[config.mk]
export PLATFORM = sky130hd
export DESIGN_NAME = motor_current_overload_monitor
export DESIGN_NICKNAME = d
export VERILOG_FILES = /design/src/rtl/mcom_pkg.sv /design/src/rtl/motor_current_overload_monitor.sv /design/src/rtl/mcom_ema.sv
export SDC_FILE = /design/constraint.sdc
export NUM_CORES = 1
export LEC_CHECK = 0
export BUFFER_PORTS_ARGS = -buffer_cell sky130_fd_sc_hd__buf_2
export CELL_PAD_IN_SITES_DETAIL_PLACEMENT = 1
export CELL_PAD_IN_SITES_GLOBAL_PLACEMENT = 1
export CORE_UTILIZATION = 52
export CTS_CLUSTER_DIAMETER = 40
export DETAILED_ROUTE_END_ITERATION = 8
export GPL_TIMING_DRIVEN = 0
export PLACE_DENSITY_LB_ADDON = 0.2
export RECOVER_POWER = 100
export SLEW_MARGIN = 20
export SYNTH_ARGS = -nofsm -noshare
export SYNTH_HDL_FRONTEND = slang
export SYNTH_SLANG_ARGS = --single-unit
[constraint.sdc]
create_clock -name clk -period 11.39 [get_ports clk]
set_input_delay 1.139 -clock clk [delete_from_list [all_inputs] [get_ports clk]]
set_output_delay 1.139 -clock clk [all_outputs]
set_load 0.005 [all_outputs]
[src/rtl/mcom_pkg.sv]
// Shared types and constants for the motor current overload monitor.
// No dependencies; imported by mcom_ema and motor_current_overload_monitor.
`default_nettype none

package mcom_pkg;

  // Default number of monitored motor channels.
  localparam int CHANNELS_DEF = 6;

  // Field and register widths.
  localparam int REQ_W     = 2;
  localparam int CH_W      = 3;
  localparam int SAMPLE_W  = 10;
  localparam int Q6_W      = 16;
  localparam int FRAC_W    = 6;
  localparam int WEIGHT_W  = 16;
  localparam int LIMIT_W   = 10;
  localparam int CFG_IDX_W = 3;
  localparam int CFG_W     = 16;

  // Channels 0 through LIMIT_REGS-1 have a limit register.
  localparam int LIMIT_REGS = 6;

  // Filter level for zero amps (775 in Q10.6) and the pre-overload level.
  localparam logic [Q6_W-1:0]     ZERO_AMPS_Q6      = 16'd49600;
  localparam logic [SAMPLE_W-1:0] PREOVERLOAD_LEVEL = 10'd600;

  // Weight reset values, unsigned Q0.16.
  localparam logic [WEIGHT_W-1:0] WEIGHT_PREV_RST = 16'd58982;
  localparam logic [WEIGHT_W-1:0] WEIGHT_PRES_RST = 16'd6554;

  // Configuration register indexes.
  localparam logic [CFG_IDX_W-1:0] REG_WEIGHT_PREV = 3'd0;
  localparam logic [CFG_IDX_W-1:0] REG_WEIGHT_PRES = 3'd1;
  localparam logic [CFG_IDX_W-1:0] REG_LIMIT_CH0   = 3'd2;

  // Request types. The fourth code is unused and leaves all state alone.
  typedef enum logic [REQ_W-1:0] {
    REQ_OVERLOAD    = 2'd0,
    REQ_PREOVERLOAD = 2'd1,
    REQ_RESET_ALL   = 2'd2
  } req_t;

endpackage

`default_nettype wire

[src/rtl/motor_current_overload_monitor.sv]
// Top level of the motor current overload monitor: input register, filter update
// and trip checks, result register. Depends on mcom_pkg and mcom_ema.
`default_nettype none

// Each input transfer carries a request type, a channel and a 10-bit ADC sample.
// Overload and pre-overload requests update that channel's moving average filter
// (unsigned Q10.6, saturating) and compare its integer part with the channel's
// limit or with 600; a hit sets a sticky flag, and an overload hit also records
// the channel and raises stop_motors for that one result. A reset request puts
// every filter back to 775 (zero amps) and reports a filtered value of zero.
// Requests for a channel that does not exist, and the unused request code, change
// nothing and report zero. Every input transfer produces exactly one result
// transfer. The block takes one item per clock cycle while m_tready does not
// hold the result register; each item passes through the input register and
// then the result register, and the rate is set by the read-modify-write of
// the per-channel filter registers, which lets an item for the same channel
// follow directly. Configuration registers are written through cfg_we,
// cfg_index and cfg_data and should only change while no item is in flight.

module motor_current_overload_monitor
  import mcom_pkg::*;
#(
  parameter int CHANNELS = CHANNELS_DEF
)(
  input  wire logic                 clk,
  input  wire logic                 rst,
  // Input stream.
  input  wire logic                 s_tvalid,
  output logic                      s_tready,
  input  wire logic [15:0]          s_tdata,   // [2:0] channel, [12:3] raw_sample
  input  wire logic [REQ_W-1:0]     s_tuser,   // [1:0] req_type
  // Result stream.
  output logic                      m_tvalid,
  input  wire logic                 m_tready,
  output logic      [15:0]          m_tdata,   // [9:0] filtered_current,
                                               // [12:10] overloaded_channel
  output logic      [2:0]           m_tuser,   // [0] overload_flag,
                                               // [1] preoverload_flag, [2] stop_motors
  // Configuration write port.
  input  wire logic                 cfg_we,
  input  wire logic [CFG_IDX_W-1:0] cfg_index,
  input  wire logic [CFG_W-1:0]     cfg_data
);

  localparam int CH_IDX_W = (CHANNELS > 1) ? $clog2(CHANNELS) : 1;

  // Configuration registers.
  logic [WEIGHT_W-1:0] weight_prev;
  logic [WEIGHT_W-1:0] weight_pres;
  logic [LIMIT_W-1:0]  limit [CHANNELS];

  // Block state.
  logic [Q6_W-1:0] filter_store [CHANNELS];
  logic            overload_latch;
  logic [CH_W-1:0] trip_channel;
  logic            preoverload_latch;

  // Input register.
  logic                s1_valid;
  req_t                s1_type;
  logic [CH_W-1:0]     s1_channel;
  logic [SAMPLE_W-1:0] s1_sample;

  // Result register.
  logic                out_valid;
  logic [SAMPLE_W-1:0] out_filtered;
  logic                out_overload;
  logic [CH_W-1:0]     out_trip_channel;
  logic                out_preoverload;
  logic                out_stop;

  // Datapath between the registers.
  logic                out_free;
  logic                advance;
  logic                ch_ok;
  logic [CH_IDX_W-1:0] ch_idx;
  logic [Q6_W-1:0]     new_q6;
  logic                store_we;
  logic                reset_all;
  logic [SAMPLE_W-1:0] filtered_next;
  logic                overload_next;
  logic [CH_W-1:0]     trip_channel_next;
  logic                preoverload_next;
  logic                stop_next;

  // The result register frees up when it is empty or being read this cycle;
  // the input register moves on whenever the result register can take its item.
  assign out_free = !out_valid || m_tready;
  assign advance  = s1_valid && out_free;
  assign s_tready = !s1_valid || out_free;

  // ---------------------------------------------------------------------------
  // Configuration writes. Limits exist only for the first LIMIT_REGS channels;
  // channels beyond that keep a limit of zero.
  // ---------------------------------------------------------------------------
  always_ff @(posedge clk) begin
    if (rst) begin
      weight_prev <= WEIGHT_PREV_RST;
      weight_pres <= WEIGHT_PRES_RST;
      for (int i = 0; i < CHANNELS; i++) begin
        limit[i] <= '0;
      end
    end else if (cfg_we) begin
      if (cfg_index == REG_WEIGHT_PREV) begin
        weight_prev <= cfg_data[WEIGHT_W-1:0];
      end
      if (cfg_index == REG_WEIGHT_PRES) begin
        weight_pres <= cfg_data[WEIGHT_W-1:0];
      end
      for (int i = 0; i < CHANNELS; i++) begin
        if (i < LIMIT_REGS && cfg_index == REG_LIMIT_CH0 + CFG_IDX_W'(i)) begin
          limit[i] <= cfg_data[LIMIT_W-1:0];
        end
      end
    end
  end

  // ---------------------------------------------------------------------------
  // Input register.
  // ---------------------------------------------------------------------------
  always_ff @(posedge clk) begin
    if (rst) begin
      s1_valid <= 1'b0;
    end else if (s_tready) begin
      s1_valid <= s_tvalid;
    end
  end

  always_ff @(posedge clk) begin
    if (s_tvalid && s_tready) begin
      s1_type    <= req_t'(s_tuser);
      s1_channel <= s_tdata[CH_W-1:0];
      s1_sample  <= s_tdata[CH_W+SAMPLE_W-1:CH_W];
    end
  end

  // ---------------------------------------------------------------------------
  // Filter update and trip checks.
  // ---------------------------------------------------------------------------
  assign ch_ok  = 32'(s1_channel) < CHANNELS;
  assign ch_idx = CH_IDX_W'(s1_channel);

  mcom_ema u_ema (
    .prev_q6     (filter_store[ch_idx]),
    .sample      (s1_sample),
    .weight_prev (weight_prev),
    .weight_pres (weight_pres),
    .new_q6      (new_q6)
  );

  always_comb begin
    store_we          = 1'b0;
    reset_all         = 1'b0;
    filtered_next     = '0;
    overload_next     = overload_latch;
    trip_channel_next = trip_channel;
    preoverload_next  = preoverload_latch;
    stop_next         = 1'b0;
    case (s1_type)
      REQ_OVERLOAD: begin
        if (ch_ok) begin
          store_we      = 1'b1;
          filtered_next = new_q6[Q6_W-1:FRAC_W];
          if (filtered_next <= limit[ch_idx]) begin
            overload_next     = 1'b1;
            trip_channel_next = s1_channel;
            stop_next         = 1'b1;
          end
        end
      end
      REQ_PREOVERLOAD: begin
        if (ch_ok) begin
          store_we      = 1'b1;
          filtered_next = new_q6[Q6_W-1:FRAC_W];
          if (filtered_next <= PREOVERLOAD_LEVEL) begin
            preoverload_next = 1'b1;
          end
        end
      end
      REQ_RESET_ALL: begin
        reset_all = 1'b1;
      end
      default: begin
      end
    endcase
  end

  always_ff @(posedge clk) begin
    if (rst || (advance && reset_all)) begin
      for (int i = 0; i < CHANNELS; i++) begin
        filter_store[i] <= ZERO_AMPS_Q6;
      end
    end else if (advance && store_we) begin
      filter_store[ch_idx] <= new_q6;
    end
  end

  always_ff @(posedge clk) begin
    if (rst) begin
      overload_latch    <= 1'b0;
      trip_channel      <= '0;
      preoverload_latch <= 1'b0;
    end else if (advance) begin
      overload_latch    <= overload_next;
      trip_channel      <= trip_channel_next;
      preoverload_latch <= preoverload_next;
    end
  end

  // ---------------------------------------------------------------------------
  // Result register.
  // ---------------------------------------------------------------------------
  always_ff @(posedge clk) begin
    if (rst) begin
      out_valid <= 1'b0;
    end else if (out_free) begin
      out_valid <= s1_valid;
    end
  end

  always_ff @(posedge clk) begin
    if (advance) begin
      out_filtered     <= filtered_next;
      out_overload     <= overload_next;
      out_trip_channel <= trip_channel_next;
      out_preoverload  <= preoverload_next;
      out_stop         <= stop_next;
    end
  end

  assign m_tvalid = out_valid;
  assign m_tdata  = {3'b000, out_trip_channel, out_filtered};
  assign m_tuser  = {out_stop, out_preoverload, out_overload};

  // ---------------------------------------------------------------------------
  // Assertions.
  // ---------------------------------------------------------------------------
  // A stop command always comes with the sticky overload flag set.
  assert property (@(posedge clk) disable iff (rst)
    out_valid && out_stop |-> out_overload)
    else $error("stop_motors without overload flag");

  // The sticky flags never clear outside of reset.
  assert property (@(posedge clk) disable iff (rst)
    !$fell(overload_latch) && !$fell(preoverload_latch))
    else $error("sticky flag cleared");

  // Only an overload request for an existing channel can trip.
  assert property (@(posedge clk) disable iff (rst)
    advance && stop_next |-> s1_type == REQ_OVERLOAD && ch_ok)
    else $error("trip from a request that cannot trip");

  // A held item stays in the input register until it moves on.
  assert property (@(posedge clk) disable iff (rst)
    s1_valid && !advance |=> s1_valid)
    else $error("input register lost an item");

  // A reset request reports zero and never trips.
  assert property (@(posedge clk) disable iff (rst)
    advance && reset_all |=> out_filtered == '0 && !out_stop)
    else $error("reset request reported a value");

endmodule

`default_nettype wire

[src/rtl/mcom_ema.sv]
// Exponential moving average update for one channel: prev*w_prev + sample*w_pres.
// Depends on mcom_pkg for widths.
`default_nettype none

module mcom_ema
  import mcom_pkg::*;
(
  input  wire logic [Q6_W-1:0]     prev_q6,
  input  wire logic [SAMPLE_W-1:0] sample,
  input  wire logic [WEIGHT_W-1:0] weight_prev,
  input  wire logic [WEIGHT_W-1:0] weight_pres,
  output logic      [Q6_W-1:0]     new_q6
);

  logic [Q6_W+WEIGHT_W-1:0]     prod_prev;  // Q10.22
  logic [SAMPLE_W+WEIGHT_W-1:0] prod_pres;  // Q10.16
  logic [Q6_W+WEIGHT_W:0]       acc;
  logic [Q6_W:0]                scaled;

  always_comb begin
    prod_prev = prev_q6 * weight_prev;
    prod_pres = sample * weight_pres;
    // Align the sample term to Q10.22 before the sum.
    acc = {1'b0, prod_prev} + {1'b0, prod_pres, {FRAC_W{1'b0}}};
    scaled = acc[Q6_W+WEIGHT_W:WEIGHT_W];
    // Clamp to the largest Q10.6 value on overflow.
    new_q6 = scaled[Q6_W] ? {Q6_W{1'b1}} : scaled[Q6_W-1:0];
  end

endmodule

`default_nettype wire
-- After elaboration in Yosys (flattened, before gate mapping)
Memories as Yosys holds them, arrays and structs flattened. A register that Yosys moved wholly into a read port is not among the register bits.
Index checks and enable logic that the tools add are counted.
- logic and storage cells: 111
- memories kept: 2
- register bits after elaboration: 70
- bits of input ports: 42
- output and inout bits: 21
- memory bits (writable): 156
- memories (name ; depth ; bits a word ; rd ports ; clocked after memory_dff ; wr ports ; RTL line ; source):
    filter_store ; 6 ; 16 ; 1 ; 1 ; 6 ; motor_current_overload_monitor.sv:53 ; logic [Q6_W-1:0] filter_store [CHANNELS];
    limit ; 6 ; 10 ; 1 ; 1 ; 6 ; motor_current_overload_monitor.sv:50 ; logic [LIMIT_W-1:0] limit [CHANNELS];
- multiplexer cells: 56
- add/sub/neg operators: 1
- bitwise gates (word level): 6
- equality and inequality tests: 9
- $lt $le $gt $ge: 3
- reduce and logical (&&, ||, !) cells: 17
- multipliers: 2
- operators by type and width (cell ; count):
    $mux W10 ; 6
    $mux W1 ; 42
    $add A32 B32 Y33 ; 1
    $mul A16 B16 Y32 ; 1
    $mux W16 ; 2
    $mul A10 B16 Y26 ; 1
    $mux W3 ; 6
    $reduce_or A16 Y1 ; 1
    $eq A3 B3 Y1 const B ; 4
    $le A10 B10 Y1 ; 1
    $le A10 B10 Y1 const B ; 1
    $reduce_and A2 Y1 ; 4
    $eq A3 B2 Y1 const B ; 2
    $or A1 B1 Y1 ; 6
    $logic_and A1 B1 Y1 ; 4
    $eq A3 B1 Y1 const B ; 1
    $logic_not A3 Y1 ; 1
    $logic_or A1 B1 Y1 ; 3
    $lt A3 B3 Y1 const B ; 1
    $eq A2 B1 Y1 const B ; 1
    $eq A2 B2 Y1 const B ; 1
    $logic_not A1 Y1 ; 2
    $logic_not A2 Y1 ; 1
    $reduce_or A2 Y1 ; 1

-- Longest topological paths before layout
Gate-level depths: netlist of run 1.
- word-level depth: 9
- depth in mapped cells: 49

-- Cells and area by module
From an unflattened synthesis of run 1, not the netlist that was laid out.
- cell total of the unflattened synthesis: 2319
- area, all modules: 24851.3 um^2
- by module, submodules not included (module ; cells an instance ; sequential area each (um^2) ; times used ; area each (um^2)):
    mcom_ema ; 1555 ; 0.0 ; 1 ; 13664.4
    motor_current_overload_monitor ; 764 ; 7417.1 ; 1 ; 11187.0

-- Least setup slack after synthesis of run 1
OpenSTA, ideal clock, no wires.
- path type: reg2reg
- start: reg s1_sample[1]
- end: reg out_trip_channel[0], data pin
- slack: 1.236 ns
- arrival: 9.895 ns
- buffers on the path: 3
- cell stages (with the launch flop): 47
- cell sequence: edfxtp_1 clkbuf_1 nand2_1 fa_1 inv_1 fa_1 fa_1 fa_1 inv_1 fa_1 inv_1 ha_1 a21o_1 a21o_1 a21oi_1 o21ai_0 and2_1 a21o_1 [... 11 more ...] a31o_2 a211oi_1 o211a_1 o22ai_1 o21bai_4 buf_2 nor2_1 inv_1 ha_1 o21a_1 o21a_1 o21a_1 o21ai_0 nand2b_1 a21oi_1 o21a_1 o21ai_1 mux2_2
- word-level cells in the longest chain between the ends: 7
- ends and longest elaborated chain (item ; RTL line ; source):
    from (decl) ; motor_current_overload_monitor.sv:62 ; logic [SAMPLE_W-1:0] s1_sample;
    from (signal assigned) ; motor_current_overload_monitor.sv:133 ; s1_sample <= s_tdata[CH_W+SAMPLE_W-1:CH_W];
    $mul A10 B16 Y26 ; mcom_ema.sv:22 ; prod_pres = sample * weight_pres;
    $add A32 B32 Y33 ; mcom_ema.sv:24 ; acc = {1'b0, prod_prev} + {1'b0, prod_pres, {FRAC_W{1'b0}}};
    $mux W16 ; mcom_ema.sv:27 ; new_q6 = scaled[Q6_W] ? {Q6_W{1'b1}} : scaled[Q6_W-1:0];
    via new_q6[8] ; motor_current_overload_monitor.sv:77 ; logic [Q6_W-1:0] new_q6;
    $le A10 B10 Y1 ; motor_current_overload_monitor.sv:164 ; if (filtered_next <= limit[ch_idx]) begin
    $mux W3 ; motor_current_overload_monitor.sv:164 ;
    $mux W3 ; motor_current_overload_monitor.sv:161 ; if (ch_ok) begin
    $mux W3 ; motor_current_overload_monitor.sv:159 ; case (s1_type)
    via trip_channel_next[0] ; motor_current_overload_monitor.sv:82 ; logic [CH_W-1:0] trip_channel_next;
    to (signal assigned) ; motor_current_overload_monitor.sv:225 ; out_trip_channel <= trip_channel_next;
    to (decl) ; motor_current_overload_monitor.sv:68 ; logic [CH_W-1:0] out_trip_channel;
The timed path passes the listed nets, and every way through them passes these cells.
A chain may end at the register's enable or synchronous reset.

-- Final worst setup path of run 1
- start: reg s1_sample[6]
- end: reg out_trip_channel[0], data pin
Same word-level chain as after synthesis.

==> results of run 1 <==
## cells in the mapped netlist (all sizes together), types with 38 or more instances
cell type  instances  share of area (%)
a21oi             65                1.3
fa               329                 26
clkbuf            90                1.4
inv              395                5.9
nor2             109                1.7
dfxtp             42                3.4
and2             212                5.3
nand2            384                5.8
o21ai             38               0.76
mux4              40                3.6
ha               172                8.6
edfxtp           219                 26
## state kept, by name, summed over array words and instances, names as in the netlist, 3 cells and up, named ones only
| signal | flops |
|---|---|
| s1_sample | 10 |
| weight_pres | 16 |
| out_filtered | 10 |
| limit | 60 |
| filter_store | 128 |
| ch_idx | 3 |
| trip_channel | 3 |
| weight_prev | 16 |
| out_trip_channel | 3 |
## metrics by stage
stage | setup TNS [ns] | util [%] | setup slack (ns) | hold WS [ns] | cells
after floorplan | 0 | - | 1.24 | 0.431 | 2440
after global placement | -3.38 | 55.6 | -0.518 | 0.440 | 3102
after detailed placement | -6.62 | 55.8 | -0.872 | 0.452 | 3110
after CTS | 0 | 58.2 | 0.0442 | 0.460 | 3170
after global routing | -0.000911 | 58.2 | -0.000911 | 0.465 | 3172
final | 0 | 58.2 | 0.380 | 0.459 | 3174
## final timing paths
check	startpoint	endpoint	slack [ns]	cells past startpoint
setup / recovery	s1_sample[6]$_DFFE_PP_	out_trip_channel[0]$_DFFE_PP_	0.38	44
hold / removal	weight_pres[13]$_SDFFE_PP0P_	weight_pres[13]$_SDFFE_PP0P_	0.46	2
setup reg to reg	s1_sample[6]$_DFFE_PP_	out_trip_channel[0]$_DFFE_PP_	0.38	44
hold reg to reg	weight_pres[13]$_SDFFE_PP0P_	weight_pres[13]$_SDFFE_PP0P_	0.46	2
## kinds of logic (layout without fill, tap and decap cells)
kind of cell | count (synthesis) | after routing | share of synthesized area [%]
buffers and inverters | 511 | 636 | 7.86
multiplexers | 79 | 79 | 5.34
flip-flops | 261 | 261 | 29.8
AO/OA/AOI/OAI | 190 | 190 | 4.92
AND/OR/NAND/NOR | 821 | 821 | 15.6
XOR/XNOR | 42 | 42 | 1.48
adder cells (fa/ha/maj) | 501 | 501 | 35.1
other | 1 | 37 | 0.0150
## metal layers
layer / part of all wire, % / wire, um / up-vias / track usage, %
li1: - / - / 7912 / -
met1: 40 / 29700 / 9240 / 39.1
met2: 51 / 38000 / 558 / 55.8
met3: 5.5 / 4130 / 165 / 4.30
met4: 3.9 / 2930 / 2 / 11.8
met5: 0.017 / 13 / - / 0
## cell type report
type / count / area (um^2) / share of cell area [%]
Inverter: 395 / 1480 / 5.42
Antenna cell: 2 / 5.00 / 0.0183
Tap cell: 607 / 759 / 2.78
Sequential cell: 261 / 7420 / 27.1
Clock buffer: 42 / 880 / 3.22
Clock inverter: 16 / 175 / 0.640
Multi-Input combinational cell: 1668 / 15800 / 57.7
Timing Repair Buffer: 75 / 379 / 1.39
Buffer: 108 / 480 / 1.76
## tightest hold or removal path: stages, from the launching register on
cell     delay (ns)
dfxtp_1        0.31
nand2_1        0.05
a21oi_1        0.05
## cell usage in the layout (no fill, tap or decap), drive strengths merged, types with 22 or more instances in the layout
cell,synthesis,routed
xnor2,32,32
nor2,109,109
o21ai,38,38
nand3,24,24
edfxtp,219,219
clkbuf,90,148
fa,329,329
inv,395,401
and2,212,212
mux2,22,22
mux4,40,40
a21oi,65,65
buf,26,77
a21o,22,22
conb,1,35
nand2,384,384
ha,172,172
dfxtp,42,42
## what timing repair did
item | in CTS | in global routing
gates resized for setup | 19 | 39
pin swaps | 2 | 2
setup buffers | 4 | 8
setup endpoints to repair | 9 | 9
==> run summary, run 1 <==
Status: complete, no violations
Hold WC Path Type: reg2reg
CTS tree: yes
Arr. time, crit path: 11.33 ns
Initial core utilization: 53.1%
Initial antenna violation count: 1
Fillers: 5155
Yosys warnings: 0
Buffers and inverters on the worst path: 7
Crit path max-delay cell type: fa_1
Cts bufs inserted: 31
Final nets: 3083
Drt pass-1 iters: 5
Crit path max fanout: 10
Ys flop type: edfxtp_1
Post-Synthesis Cell Area: 24900 um^2
CP required: 11.71 ns
IO Port Bufs: 55
First-pass GRT wire length: 116000 um
Worst Setup End Kind: flop
Final instance area: 27300 um^2
Starting DRT DRC Count: 1100
Fmax: 90.8 MHz
Maximum clock path buffer count: 3
Most frequent CP cell: fa_1
Top delay family on crit path: adder cells
Hold-fix buffers, CTS: 0
DR vias/cell: 5.63
Cells after synthesis: 2406
Clock skew: 0.0195 ns
Cell at the root of the clock tree: clkbuf_16
Area Growth Syn to Fin: 9.71%
Die width: 221 um
Synthesized area per cell: 10.4 um^2
Routed len/inst: 23.5 um
Final WL: 74700 um
Residual DRC count: 0
Setup violations, final: 0
Netlist cell types: 69
# clock sinks: 261
Core Rows: 79
H-tree depth: 1
Share of layout cells above drive strength 1: 9.01%
Grt ovf: 0
Final Max Tran Viols: 0
Post-synth EDFFs: 219
Max_cap viols: 0
Worst-Margin Slew: 1.28 ns
Ratio of final minimum period to clock period: 96.7%
Ports: 63
Vias in the first global route: 20500
Max_slew headroom: 13.8%
Pin count of the biggest net entering global routing: 17
CP startpoint kind: flop
Ys async rst share: 0%
Sequential fraction of the synthesis area: 29.8%
Die Ht: 221 um
Total track usage: 31.4%
Period minus WS final: 11.01 ns
Crit-path max cell delay: 0.57 ns
DRT antenna net count: 0
Crit Path Category: reg2reg
Placed Instance Area: 26200 um^2
Clock-pin slew of the registers on the worst-case setup and hold paths: 0.06 ns
Gpl congestion: 0.919
Seq cells post-synth: 261
Worst skew pair latency: 0.57 ns
Final hold vios: 0
Dpl hpwl: 58600 um
Die Area: 48800 um^2
Core area: 47000 um^2
Via count: 17900
Power of run 1 is left out: the tool's default activity adds up to more than one toggle a clock period on the data nets, which glitch-free logic cannot reach.
==> run 2: changes to the inputs <==
--- a/config.mk
+++ b/config.mk
@@ -5,16 +5,17 @@
 export SDC_FILE = /design/constraint.sdc
 export NUM_CORES = 1
 export LEC_CHECK = 0
+export ABC_AREA = 1
 export BUFFER_PORTS_ARGS = -buffer_cell sky130_fd_sc_hd__buf_2
 export CELL_PAD_IN_SITES_DETAIL_PLACEMENT = 1
 export CELL_PAD_IN_SITES_GLOBAL_PLACEMENT = 1
-export CORE_UTILIZATION = 52
+export CORE_UTILIZATION = 50
 export CTS_CLUSTER_DIAMETER = 40
 export DETAILED_ROUTE_END_ITERATION = 8
 export GPL_TIMING_DRIVEN = 0
 export PLACE_DENSITY_LB_ADDON = 0.2
 export RECOVER_POWER = 100
-export SLEW_MARGIN = 20
+export SLEW_MARGIN = 10
 export SYNTH_ARGS = -nofsm -noshare
 export SYNTH_HDL_FRONTEND = slang
 export SYNTH_SLANG_ARGS = --single-unit
==> run summary, run 2 <==
Commonest non-fill, non-tap cell in the layout: nand2_1
Die width: 227 um (+2.6%)
Cell at the root of the clock tree: clkbuf_16
Synth area leaders: fa_1 26%, edfxtp_1 26%, nand2_1 9.0%, inv_1 8.9%, ha_1 8.5%
Clock-pin slew of the registers on the worst-case setup and hold paths: 0.06 ns (about the same)
Area Growth Syn to Fin: 9.61% (about the same)
Drt pass-1 iters: 5 (unchanged)
Max_cap viols: 2 (+2)
Final Max Tran Viols: 22 (+22)
Cts bufs inserted: 36 (+16%)
Via count: 20500 (+15%)
Post-synth EDFFs: 219 (unchanged)
Final WL: 80800 um (+8.1%)
Cell accounting for the most synthesized area: fa_1
Max_slew headroom: -12.4% (-26 points)
Yosys warnings: 0 (unchanged)
CP startpoint kind: flop
WHS Path Cells: 2 (unchanged)
Starting DRT DRC Count: 1331 (+21%)
Ys async rst share: 0% (unchanged)
Share of layout cells above drive strength 1: 4.91% (-4.1 points)
Most frequent cell after synthesis: nand2_1
Routed len/inst: 21.7 um (-7.7%)
Pre-CTS setup slack: -0.471 ns (+0.401 ns)
Max FFs per register: 128 (unchanged)
Sequential fraction of the synthesis area: 29.4% (-0.36 points)
Final hold slack: 0.454 ns (-0.00564 ns)
Top Registers: filter_store x128, limit x60
Pin count of the biggest net entering global routing: 20 (+3)
Initial core utilization: 51.1% (-2.0 points)
Ratio of final minimum period to clock period: 95.5% (-1.2 points)
Core Rows: 81 (+2.5%)
Worst skew pair latency: 0.55 ns (-0.02 ns)
Core area: 49400 um^2 (+5.1%)
Crit path max-delay cell type: fa_1
H-tree depth: 2 (+1)
Worst setup margin: 0.515 ns (+0.135 ns)
CTS tree: yes
Vias in the first global route: 22700 (+11%)
Post-synth top cells: 603 x nand2_1, 600 x inv_1, 365 x nor2_1
Share of the synthesized area in the top cell type: 26.1% (-0.32 points)
Worst Setup End Kind: flop
IO Port Bufs: 54 (-1.8%)
Seq cells post-synth: 261 (unchanged)
Worst-Margin Slew: 1.67 ns (+0.385 ns)
Ys flop type: edfxtp_1
Initial antenna violation count: 2 (+1)
Failing checks: max-capacitance violations, max-slew violations
Cells after synthesis: 2901 (+21%)
# clock sinks: 261 (unchanged)
Dpl hpwl: 65000 um (+11%)
Period minus WS final: 10.88 ns (-0.135 ns)
Die Ht: 227 um (+2.6%)
Commonest non-fill, non-tap cells in the layout: 604 x nand2_1, 600 x inv_1, 366 x nor2_1
Maximum clock path buffer count: 3 (unchanged)
Crit-path max cell delay: 0.54 ns (-0.03 ns)
Fmax: 92.0 MHz (+1.2%)
Final hold vios: 0 (unchanged)
ANT cells: 0 (-2)
DR vias/cell: 5.52 (-2.0%)
First-pass GRT wire length: 126000 um (+8.6%)
Gpl congestion: 0.984 (+7.2%)
Crit Path Category: reg2reg
Final nets: 3570 (+16%)
Most frequent CP cell: fa_1
Setup violations, final: 0 (unchanged)
Die Area: 51400 um^2 (+5.2%)
Total track usage: 32.8% (+1.4 points)
DRT antenna net count: 0 (unchanged)
Post-Synthesis Cell Area: 25200 um^2 (+1.2%)
CP required: 11.82 ns (+0.11 ns)
Synthesized area per cell: 8.70 um^2 (-16%)
Worst reg2reg path depth: 45 (+2.3%)
Status: finished, violations left
Unrepaired setup endpoints after global routing: no
Hold WC Path Type: reg2reg
Ports: 63 (unchanged)
Arr. time, crit path: 11.30 ns (-0.03 ns)
Netlist cell types: 46 (-33%)
Residual DRC count: 0 (unchanged)
Crit path max fanout: 10 (unchanged)
Top reg by flops: filter_store
Grt ovf: 0 (unchanged)
Clock skew: 0.0338 ns (+0.0143 ns)
run 2: changes by cell type in the layout (fill, tap and decap cells not counted), sizes merged, moves of 22 or more:
cell    delta
nand2    +226
mux4      -40
nor2     +261
inv      +209
o21ai    +101
mux2      -22
o221ai    +30
and2     -212
nand3     +36
run 2: path summary, 6_finish.rpt:
path	slack [ns]	startpoint	to
setup / recovery	0.51	s1_sample[5]$_DFFE_PP_	trip_channel[1]$_SDFFE_PP0P_
hold / removal	0.45	trip_channel[2]$_SDFFE_PP0P_	trip_channel[2]$_SDFFE_PP0P_
setup reg to reg	0.51	s1_sample[5]$_DFFE_PP_	trip_channel[1]$_SDFFE_PP0P_
hold reg to reg	0.45	trip_channel[2]$_SDFFE_PP0P_	trip_channel[2]$_SDFFE_PP0P_
run 2: cell type report:
class / instances / area [um^2]
plain buffers: 108 / 477
multi-input cells: 1945 / 15200
flip-flops and latches: 261 / 7420
fillers: 5884 / 21700
clock inverters: 18 / 180
well taps: 664 / 831
inverters: 607 / 2280
repair buffers: 68 / 349
clock buffers: 46 / 958
run 2: repair_timing:
action,CTS,global route
buffers inserted,0,11
pin swaps,0,1
endpoints found under the setup margin,8,9
resized for setup,9,37
hold buffers,0,0
cloned,0,0
endpoints found under the hold margin,0,0
run 2: routing by layer:
layer  share of wire (%)  wire (um)  global-route usage, %
met5                   0          0                      0
met2                  49      39700                   55.9
met4                 3.6       2900                   11.8
met1                  41      33100                   42.7
met3                 6.3       5100                   4.63
run 2: logic make-up after synthesis:
family,synth area share [%]
XOR/XNOR,1.15
AND/OR/NAND/NOR,16.7
adder cells (fa/ha/maj),34.6
buffers and inverters,11.0
other,0.0149
flip-flops,29.4
AO/OA/AOI/OAI,7.06
run 2: worst max-delay path, delay by kind of cell, from the launching register on:
family	cells	cell delay, ns
adders and majority gates	12	5.39
AOI/OAI and AO/OA	14	2.43
and+or+nand+nor	9	1.30
buffers and inverters	9	0.95
DFF	1	0.52
xor gates and xnor gates	1	0.19
run 2: metrics by stage:
stage                     cells  setup TNS, ns  util, %  cell area [um^2]
final                      3717              0     56.0             27700
after global routing       3717              0     56.0             27700
after CTS                  3717              0     56.0             27600
after detailed placement   3655          -2.35     53.7             26500
after global placement     3653         -0.703     53.6             26500
after floorplan            2935              0        -             25400
Power of run 2 is left out for the same reason.
